### config.mk
export PLATFORM = sky130hd
export DESIGN_NAME = page_table_lru_victim_top
export DESIGN_NICKNAME = d
export VERILOG_FILES = /design/src/hw/rtl/ptlv_pkg.sv /design/src/hw/rtl/page_table_lru_victim_top.sv /design/src/hw/rtl/ptlv_ram.sv /design/src/hw/rtl/ptlv_dp.sv /design/src/hw/rtl/ptlv_ctrl.sv
export SDC_FILE = /design/constraint.sdc
export NUM_CORES = 2
export LEC_CHECK = 0
export ABC_AREA = 1
export ABC_CLOCK_PERIOD_IN_PS = 5900
export BUFFER_PORTS_ARGS = -buffer_cell sky130_fd_sc_hd__buf_2
export CAP_MARGIN = 20
export CELL_PAD_IN_SITES_DETAIL_PLACEMENT = 1
export CELL_PAD_IN_SITES_GLOBAL_PLACEMENT = 2
export CORE_ASPECT_RATIO = 1.2
export CORE_MARGIN = 2
export CORE_UTILIZATION = 45
export CTS_CLUSTER_DIAMETER = 200
export CTS_CLUSTER_SIZE = 8
export DETAILED_ROUTE_END_ITERATION = 16
export GPL_TIMING_DRIVEN = 0
export PLACE_DENSITY = 0.83
export SYNTH_ARGS = -nofsm -noshare
export SYNTH_HDL_FRONTEND = slang
export SYNTH_SLANG_ARGS = --single-unit
### constraint.sdc
create_clock -name clk_i -period 5.9 [get_ports clk_i]
set_input_delay 0.295 -clock clk_i [delete_from_list [all_inputs] [get_ports clk_i]]
set_output_delay 0.295 -clock clk_i [all_outputs]
set_load 0.005 [all_outputs]
### src/hw/rtl/ptlv_pkg.sv
// Package with the request, response and control types of the page table block.
`timescale 1ns / 1ps
`default_nettype none

package ptlv_pkg;

  localparam int unsigned PAGES_DFLT  = 64;
  localparam int unsigned FRAMES_DFLT = 16;
  localparam int unsigned STAMP_W     = 32;

  localparam logic [7:0] NO_FRAME       = 8'hFF;
  localparam int unsigned FLAG_VALID_BIT = 0;
  localparam logic [7:0] FLAG_REF       = 8'h20;
  localparam logic [7:0] RIGHTS_MASK    = 8'h1E;

  typedef enum logic [1:0] {
    CMD_WRITE  = 2'd0,
    CMD_LOOKUP = 2'd1,
    CMD_TOUCH  = 2'd2,
    CMD_VICTIM = 2'd3
  } cmd_e;

  typedef struct packed {
    cmd_e       cmd;
    logic [7:0] page_num;
    logic [7:0] frame_in;
    logic [7:0] flags_in;
    logic [7:0] perm_mask;
  } ptlv_req_t;

  typedef struct packed {
    logic       status;
    logic [7:0] frame_out;
    logic [7:0] flags_out;
    logic       permitted;
    logic [3:0] victim;
  } ptlv_rsp_t;

  typedef struct packed {
    logic capture;
    logic access;
    logic exec;
    logic scan;
  } ptlv_ctl_t;

  typedef struct packed {
    cmd_e cmd;
    logic page_ok;
    logic scan_last;
  } ptlv_sts_t;

endpackage

`default_nettype wire

### src/hw/rtl/page_table_lru_victim_top.sv
// Top level of the page table with least recently used victim selection.
// A write or a rejected request ends in the access step; lookup and touch go on to the
// exec step; a victim request goes on to scan all frames. The done strobe is registered
// after the last step, and a new request is taken only when idle. The victim scan reads
// one frame stamp per cycle from the stamp memory port. The receiver cannot stall results.
// Reset clears all page entries to no frame, all stamps and the access counter at once.
`timescale 1ns / 1ps
`default_nettype none

module page_table_lru_victim_top import ptlv_pkg::*; #(
  parameter int unsigned PAGES  = PAGES_DFLT,
  parameter int unsigned FRAMES = FRAMES_DFLT
) (
  input  wire logic      clk_i,
  input  wire logic      rst_ni,
  input  wire logic      start,
  output logic           busy,
  input  wire ptlv_req_t req_i,
  output logic           done_o,
  output ptlv_rsp_t      rsp_o
);

  ptlv_ctl_t ctl;
  ptlv_sts_t sts;

  ptlv_ctrl u_ctrl (
    .clk_i   (clk_i),
    .rst_ni  (rst_ni),
    .start_i (start),
    .sts_i   (sts),
    .busy_o  (busy),
    .ctl_o   (ctl)
  );

  ptlv_dp #(.PAGES(PAGES), .FRAMES(FRAMES)) u_dp (
    .clk_i  (clk_i),
    .rst_ni (rst_ni),
    .req_i  (req_i),
    .ctl_i  (ctl),
    .sts_o  (sts),
    .rsp_o  (rsp_o),
    .done_o (done_o)
  );

endmodule

`default_nettype wire

### src/hw/rtl/ptlv_ram.sv
// Generic single-port-write, single-port-read RAM with registered read data.
`timescale 1ns / 1ps
`default_nettype none

module ptlv_ram #(
  parameter int unsigned WIDTH = 8,
  parameter int unsigned DEPTH = 16,
  localparam int unsigned AW = (DEPTH > 1) ? $clog2(DEPTH) : 1
) (
  input  wire logic             clk_i,
  input  wire logic             we_i,
  input  wire logic [AW-1:0]    waddr_i,
  input  wire logic [WIDTH-1:0] wdata_i,
  input  wire logic [AW-1:0]    raddr_i,
  output logic      [WIDTH-1:0] rdata_o
);

  logic [WIDTH-1:0] mem_q [DEPTH];
  logic [WIDTH-1:0] rdata_q;

  always_ff @(posedge clk_i) begin
    if (we_i) begin
      mem_q[waddr_i] <= wdata_i;
    end
    rdata_q <= mem_q[raddr_i];
  end

  assign rdata_o = rdata_q;

endmodule

`default_nettype wire

### src/hw/rtl/ptlv_dp.sv
// Datapath: request register, page table and stamp memories, counter and victim scan.
`timescale 1ns / 1ps
`default_nettype none

module ptlv_dp import ptlv_pkg::*; #(
  parameter int unsigned PAGES  = PAGES_DFLT,
  parameter int unsigned FRAMES = FRAMES_DFLT
) (
  input  wire logic      clk_i,
  input  wire logic      rst_ni,
  input  wire ptlv_req_t req_i,
  input  wire ptlv_ctl_t ctl_i,
  output ptlv_sts_t      sts_o,
  output ptlv_rsp_t      rsp_o,
  output logic           done_o
);

  localparam int unsigned PW = (PAGES > 1) ? $clog2(PAGES) : 1;
  localparam int unsigned FW = $clog2(FRAMES);
  localparam int unsigned CW = FW + 1;

  ptlv_req_t req_q;
  ptlv_rsp_t rsp_d, rsp_q;
  logic      done_d, done_q;

  logic              page_ok;
  logic [PW-1:0]     page_idx;
  logic              frame_in_ok;

  logic              pt_we;
  logic [15:0]       pt_wdata;
  logic [15:0]       pt_rdata;
  logic [PAGES-1:0]  pt_valid_q;
  logic [7:0]        ent_frame;
  logic [7:0]        ent_flags;
  logic              ent_mapped;
  logic [7:0]        need;

  logic               st_we;
  logic [STAMP_W-1:0] st_rdata;
  logic [FRAMES-1:0]  st_valid_q;
  logic [STAMP_W-1:0] cnt_d, cnt_q;

  logic [CW-1:0]      iss_q;
  logic               issue_ok;
  logic               cmp_v_q;
  logic [FW-1:0]      cmp_idx_q;
  logic               cmp_sv_q;
  logic [STAMP_W-1:0] cmp_val;
  logic               take;
  logic [STAMP_W-1:0] min_d, min_q;
  logic [FW-1:0]      best_d, best_q;
  logic               scan_last;

  assign page_ok     = {1'b0, req_q.page_num} < 9'(PAGES);
  assign page_idx    = req_q.page_num[PW-1:0];
  assign frame_in_ok = req_q.frame_in < 8'(FRAMES);

  ptlv_ram #(.WIDTH(16), .DEPTH(PAGES)) u_pt_ram (
    .clk_i   (clk_i),
    .we_i    (pt_we),
    .waddr_i (page_idx),
    .wdata_i (pt_wdata),
    .raddr_i (page_idx),
    .rdata_o (pt_rdata)
  );

  ptlv_ram #(.WIDTH(STAMP_W), .DEPTH(FRAMES)) u_st_ram (
    .clk_i   (clk_i),
    .we_i    (st_we),
    .waddr_i (ent_frame[FW-1:0]),
    .wdata_i (cnt_d),
    .raddr_i (iss_q[FW-1:0]),
    .rdata_o (st_rdata)
  );

  assign ent_frame  = pt_valid_q[page_idx] ? pt_rdata[15:8] : NO_FRAME;
  assign ent_flags  = pt_valid_q[page_idx] ? pt_rdata[7:0] : 8'h00;
  assign ent_mapped = ent_frame < 8'(FRAMES);
  assign need       = req_q.perm_mask & RIGHTS_MASK;

  assign issue_ok  = iss_q < CW'(FRAMES);
  assign cmp_val   = cmp_sv_q ? st_rdata : '0;
  assign take      = cmp_v_q && ((cmp_idx_q == '0) || (cmp_val < min_q));
  assign min_d     = take ? cmp_val : min_q;
  assign best_d    = take ? cmp_idx_q : best_q;
  assign scan_last = cmp_v_q && (cmp_idx_q == FW'(FRAMES - 1));

  always_comb begin
    pt_we    = 1'b0;
    pt_wdata = {req_q.frame_in, req_q.flags_in};
    st_we    = 1'b0;
    cnt_d    = cnt_q;
    rsp_d    = '0;
    done_d   = 1'b0;
    if (ctl_i.access) begin
      case (req_q.cmd)
        CMD_WRITE: begin
          done_d = 1'b1;
          if (!page_ok || (req_q.flags_in[FLAG_VALID_BIT] && !frame_in_ok)) begin
            rsp_d.status = 1'b1;
          end else begin
            pt_we = 1'b1;
          end
        end
        CMD_LOOKUP: begin
          if (!page_ok) begin
            done_d          = 1'b1;
            rsp_d.status    = 1'b1;
            rsp_d.frame_out = NO_FRAME;
          end
        end
        CMD_TOUCH: begin
          if (!page_ok) begin
            done_d       = 1'b1;
            rsp_d.status = 1'b1;
          end
        end
        default: begin
        end
      endcase
    end
    if (ctl_i.exec) begin
      done_d = 1'b1;
      if (req_q.cmd == CMD_LOOKUP) begin
        rsp_d.frame_out = ent_frame;
        rsp_d.flags_out = ent_flags;
        rsp_d.permitted = ent_flags[FLAG_VALID_BIT] && ((ent_flags & need) == need);
      end else if (ent_mapped) begin
        cnt_d    = cnt_q + 1'b1;
        st_we    = 1'b1;
        pt_we    = 1'b1;
        pt_wdata = {ent_frame, ent_flags | FLAG_REF};
      end
    end
    if (ctl_i.scan && scan_last) begin
      done_d       = 1'b1;
      rsp_d.victim = 4'(best_d);
    end
  end

  always_ff @(posedge clk_i) begin
    if (ctl_i.capture) begin
      req_q <= req_i;
    end
    rsp_q     <= rsp_d;
    min_q     <= min_d;
    best_q    <= best_d;
    cmp_idx_q <= iss_q[FW-1:0];
    cmp_sv_q  <= st_valid_q[iss_q[FW-1:0]];
  end

  always_ff @(posedge clk_i or negedge rst_ni) begin
    if (!rst_ni) begin
      done_q     <= 1'b0;
      pt_valid_q <= '0;
      st_valid_q <= '0;
      cnt_q      <= '0;
      iss_q      <= '0;
      cmp_v_q    <= 1'b0;
    end else begin
      done_q <= done_d;
      cnt_q  <= cnt_d;
      if (pt_we) begin
        pt_valid_q[page_idx] <= 1'b1;
      end
      if (st_we) begin
        st_valid_q[ent_frame[FW-1:0]] <= 1'b1;
      end
      if (ctl_i.access) begin
        iss_q   <= '0;
        cmp_v_q <= 1'b0;
      end else if (ctl_i.scan) begin
        if (issue_ok) begin
          iss_q   <= iss_q + 1'b1;
          cmp_v_q <= 1'b1;
        end else begin
          cmp_v_q <= 1'b0;
        end
      end
    end
  end

  assign sts_o.cmd       = req_q.cmd;
  assign sts_o.page_ok   = page_ok;
  assign sts_o.scan_last = scan_last;
  assign rsp_o           = rsp_q;
  assign done_o          = done_q;

endmodule

`default_nettype wire

### src/hw/rtl/ptlv_ctrl.sv
// Controller state machine that sequences each request through the datapath.
`timescale 1ns / 1ps
`default_nettype none

module ptlv_ctrl import ptlv_pkg::*; (
  input  wire logic      clk_i,
  input  wire logic      rst_ni,
  input  wire logic      start_i,
  input  wire ptlv_sts_t sts_i,
  output logic           busy_o,
  output ptlv_ctl_t      ctl_o
);

  typedef enum logic [3:0] {
    ST_IDLE   = 4'b0001,
    ST_ACCESS = 4'b0010,
    ST_EXEC   = 4'b0100,
    ST_SCAN   = 4'b1000
  } state_e;

  state_e state_d, state_q;

  always_comb begin
    state_d = state_q;
    case (state_q)
      ST_IDLE: begin
        if (start_i) begin
          state_d = ST_ACCESS;
        end
      end
      ST_ACCESS: begin
        case (sts_i.cmd)
          CMD_LOOKUP, CMD_TOUCH: state_d = sts_i.page_ok ? ST_EXEC : ST_IDLE;
          CMD_VICTIM:            state_d = ST_SCAN;
          default:               state_d = ST_IDLE;
        endcase
      end
      ST_EXEC: begin
        state_d = ST_IDLE;
      end
      ST_SCAN: begin
        if (sts_i.scan_last) begin
          state_d = ST_IDLE;
        end
      end
      default: begin
        state_d = ST_IDLE;
      end
    endcase
  end

  always_ff @(posedge clk_i or negedge rst_ni) begin
    if (!rst_ni) begin
      state_q <= ST_IDLE;
    end else begin
      state_q <= state_d;
    end
  end

  assign busy_o        = (state_q != ST_IDLE);
  assign ctl_o.capture = (state_q == ST_IDLE) && start_i;
  assign ctl_o.access  = (state_q == ST_ACCESS);
  assign ctl_o.exec    = (state_q == ST_EXEC);
  assign ctl_o.scan    = (state_q == ST_SCAN);

endmodule

`default_nettype wire

==> results.txt <==
----------------------------------------------------
[Routing]
  DRT antenna net count ... 0
  Iteration-0 DRC count of the detailed router ... 7179
  Post-detailed-routing wire length ... 273500 um
  Routed WL per cell ... 34.97 um
  Length of the first detailed-routing pass in iterations ... 6
  Number of DRC violations after detailed routing ... 0
  Vias ... 49090
  Via density per instance ... 6.277

[Critical path]
  Type of the worst setup path ... reg2reg
  Endpoint type of the worst setup path ... flip-flop
  Startpoint of the lowest-slack register-to-register path ... u_dp.page_idx[0]$_DFFE_PP_
  Data required time at the worst endpoint ... 6490 ps
  End of the worst register-to-register path ... u_dp.u_pt_ram.mem_q[25][8]$_DFFE_PP_
  Crit start category ... flip-flop
  Critical Path AT ... 6480 ps
  Worst r2r path cells ... 10
  R2R Setup Slk ... 6 ps
  Peak fanout along the critical path ... 10

[CTS]
  Root Driver ... sky130_fd_sc_hd__clkbuf_16
  Clock H-tree levels ... 5
  Insertion delay to the later sink of the worst-skew pair ... 960 ps
  Max clock buf depth ... 4
  Clock transition at path regs ... 60 ps
  Clock Sinks ... 1800
  Number of buffers created by CTS ... 274
  CTS tree ... built

[Finish]
  Final std cell area, no fill ... 82900 sq um
  Layout cell share with drive strength beyond 1 ... 12.12%
  Fillers ... 14770
  Sequential cell area in the final layout ... 52650 sq um
  Final-stage net count ... 5749
  Most common library cell in the layout ignoring fill and taps ... sky130_fd_sc_hd__edfxtp_1
  Commonest non-fill, non-tap cells in the layout ... sky130_fd_sc_hd__edfxtp_1, sky130_fd_sc_hd__nand2_1, sky130_fd_sc_hd__o21ai_0
  Area growth from synthesis to final layout ... 20.58%
  Multi-input gate area in the final layout ... 14210 sq um

[STA]
  Highest clock rate ... 0.1697 GHz
  Final cycle utilization of the critical path ... 99.90%
  Shortest clock period the worst path allows after layout ... 5894 ps
  Transition time at the pin with the least slew margin ... 1292 ps
  Setup-violating endpoint count in the final report ... 0
  Hold slack ... 84.66 ps
  Total count of max-transition violations in the final report ... 0
  Count of endpoints failing hold in the final timing report ... 0
  Worst-case clock skew ... 81.30 ps
  Max-Slew Margin vs Limit ... 13.85%
  Unrepaired setup endpoints after global routing ... false

[Placement]
  Post-detailed-placement cell area ... 74780 sq um
  Detailed Place HPWL ... 182500 um
  Number of port buffers ... 56
  RD Place Congestion ... 0.9498

[Logic synthesis]
  EDFF count, synth ... 1598
  Syn_area_per_cell ... 13.38 sq um
  Largest area contributor in the netlist ... sky130_fd_sc_hd__edfxtp_1
  Synthesized netlist net count ... 5213
  Number of synthesized register bits ... 1800
  Yosys warnings ... 0
  Gate Count Post-Synth ... 5140
  Number of unique standard cell types used by synthesis ... 48
  Synth area leaders ... sky130_fd_sc_hd__edfxtp_1, sky130_fd_sc_hd__nand2_1, sky130_fd_sc_hd__dfrtp_1, sky130_fd_sc_hd__o21ai_0, sky130_fd_sc_hd__nor2_1
  Top_reg_cell synth ... sky130_fd_sc_hd__edfxtp_1
  Top cell type's share of synthesized area ... 69.80%
  Part of the Yosys area used for sequential elements ... 76.58%
  Async SR Flop Fraction ... 6.833%
  Cell area after synthesis ... 68750 sq um

[Hold path]
  Hold path depth ... 2
  Source of the worst hold timing path ... req_i[14]
  Class of the worst hold path ... in2reg
  Worst Hold Path EP ... u_dp.req_q[14]$_DFFE_PP_

[Global route]
  Largest net degree at the start of global routing ... 77
  Gr ovfl total ... 0
  First-pass GRT wire length ... 377300 um
  Initial antenna violation count ... 17
  All-layer global routing usage ... 34.83%
  Vias in the first global route ... 50400

[Floorplanning]
  Die extent in y ... 432.2 um
  Standard cell core area ... 152200 sq um
  Number of top-level design ports ... 61
  Width of the die ... 360.8 um
  Die Outline Area ... 155900 sq um
  Row Count ... 157
  Initial Utilization ... 45.16%

[Pwr]
  Leakage power ... 0.02821 uW
  Pwr per Cell Area ... 468.0 nW/um^2
  Peak ir drop on the vdd network ... 0.4699 mV

[Flow run]
  Max Cap Viol ... 0

[Status]
  Result of the run ... completed

----------------------------------------------------
==> kinds of logic after synthesis <==
logic type               share of synthesized area [%]
flip-flops                                       76.58
adder cells (fa/ha/maj)                         0.6552
AND/OR/NAND/NOR                                  10.77
XOR/XNOR                                        0.2421
AO/OA/AOI/OAI                                    8.455
buffers and inverters                            3.296
==> cells in the mapped netlist, types with 16 or more instances <==
library cell,number
sky130_fd_sc_hd__o211ai_1,17
sky130_fd_sc_hd__ha_1,36
sky130_fd_sc_hd__buf_1,43
sky130_fd_sc_hd__a22oi_1,123
sky130_fd_sc_hd__dfrtp_1,122
sky130_fd_sc_hd__o221ai_1,53
sky130_fd_sc_hd__o21ai_1,17
sky130_fd_sc_hd__nand4_1,134
sky130_fd_sc_hd__a221oi_1,91
sky130_fd_sc_hd__o21ai_0,384
sky130_fd_sc_hd__dfxtp_1,79
sky130_fd_sc_hd__nand3_1,129
sky130_fd_sc_hd__clkbuf_1,163
sky130_fd_sc_hd__a211oi_1,16
sky130_fd_sc_hd__inv_1,324
sky130_fd_sc_hd__buf_2,44
sky130_fd_sc_hd__nand2_1,1029
sky130_fd_sc_hd__edfxtp_1,1598
sky130_fd_sc_hd__nor2_1,453
sky130_fd_sc_hd__a21oi_1,51
sky130_fd_sc_hd__o22ai_1,76
==> timing repair <==
action | in CTS | in global routing
endpoints found under the hold margin | 155 | 0
setup buffers | 0 | 0
hold buffers | 34 | 0
resized for setup | 0 | 2
setup endpoints to repair | 0 | 48
==> registers in the layout (all words and copies together), names as in the netlist, 5 cells and up <==
register,count
u_dp.pt_valid_q,64
u_dp.req_q,18
u_dp.page_idx,6
u_dp.u_st_ram.rdata_o,32
u_dp.st_valid_q,16
u_dp.iss_q,5
u_dp.rsp_o,22
u_dp.u_pt_ram.rdata_o,16
u_dp.min_q,32
u_dp.u_pt_ram.mem_q,1024
u_dp.u_st_ram.mem_q,512
u_dp.cnt_q,32
==> where the power goes <==
group | internal [uW] | switching [uW]
logic | 2030 | 7310
registers | 15000 | 230
clock network | 8680 | 5550
total | 25700 | 13100
==> critical path, stage by stage (launching register included) <==
cell,delay (ps)
sky130_fd_sc_hd__edfxtp_1,500
sky130_fd_sc_hd__buf_2,220
sky130_fd_sc_hd__clkbuf_1,700
sky130_fd_sc_hd__nand2_2,610
sky130_fd_sc_hd__inv_2,350
sky130_fd_sc_hd__buf_2,590
sky130_fd_sc_hd__buf_2,750
sky130_fd_sc_hd__nand2_2,300
sky130_fd_sc_hd__buf_2,440
sky130_fd_sc_hd__nor2_2,770
sky130_fd_sc_hd__buf_8,260
==> metal layers <==
metal	track usage (%)	up-vias	wire length (um)
met3	8.669	1078	29070
met4	28.69	10	26260
li1	-	19770	-
met1	39.67	24820	90280
met5	0	-	71
met2	55.73	3418	127900
==> how the worst max path moves through the flow <==
| stage | from | endpoint | slack [ps] |
|---|---|---|---|
| detailed placement | u_dp.page_idx[1]$_DFFE_PP_ | u_dp.u_pt_ram.mem_q[20][3]$_DFFE_PP_ | 100 |
| CTS | u_dp.page_idx[1]$_DFFE_PP_ | u_dp.u_pt_ram.mem_q[20][0]$_DFFE_PP_ | 80 |
| global route | u_dp.page_idx[0]$_DFFE_PP_ | u_dp.u_pt_ram.mem_q[25][8]$_DFFE_PP_ | 190 |
| floorplan | u_dp.page_idx[1]$_DFFE_PP_ | u_dp.u_pt_ram.mem_q[0][10]$_DFFE_PP_ | 1000 |
| global placement | u_dp.page_idx[1]$_DFFE_PP_ | u_dp.u_pt_ram.mem_q[56][10]$_DFFE_PP_ | -3550 |
| finish | u_dp.page_idx[0]$_DFFE_PP_ | u_dp.u_pt_ram.mem_q[25][8]$_DFFE_PP_ | 6 |
==> per-stage QoR <==
step                      setup TNS [ps]  utilization [%]  total power [uW]  setup slack (ps)  cells
after CTS                              0            54.34             38310             84.92   7800
after floorplan                        0                -             19200              1004   5140
final                                  0            54.45             38800             5.843   7821
after global routing                   0            54.44             39450             186.6   7812
after detailed placement               0            49.12             24180             102.5   7341
after global placement           -874460            46.98             23400             -3554   7183
==> cell type report <==
type                       count  share of cell area, %
antenna                        9                0.02717
buffer                       250                  1.217
clock buffer                 422                  9.121
clock inverter                 3                0.03170
inverter                     339                  1.535
multi-input combinational   2751                  17.14
sequential                  1800                  63.51
tap                         1987                  2.999
timing repair buffer         260                  4.415
Power figures use the tool's default switching activity.
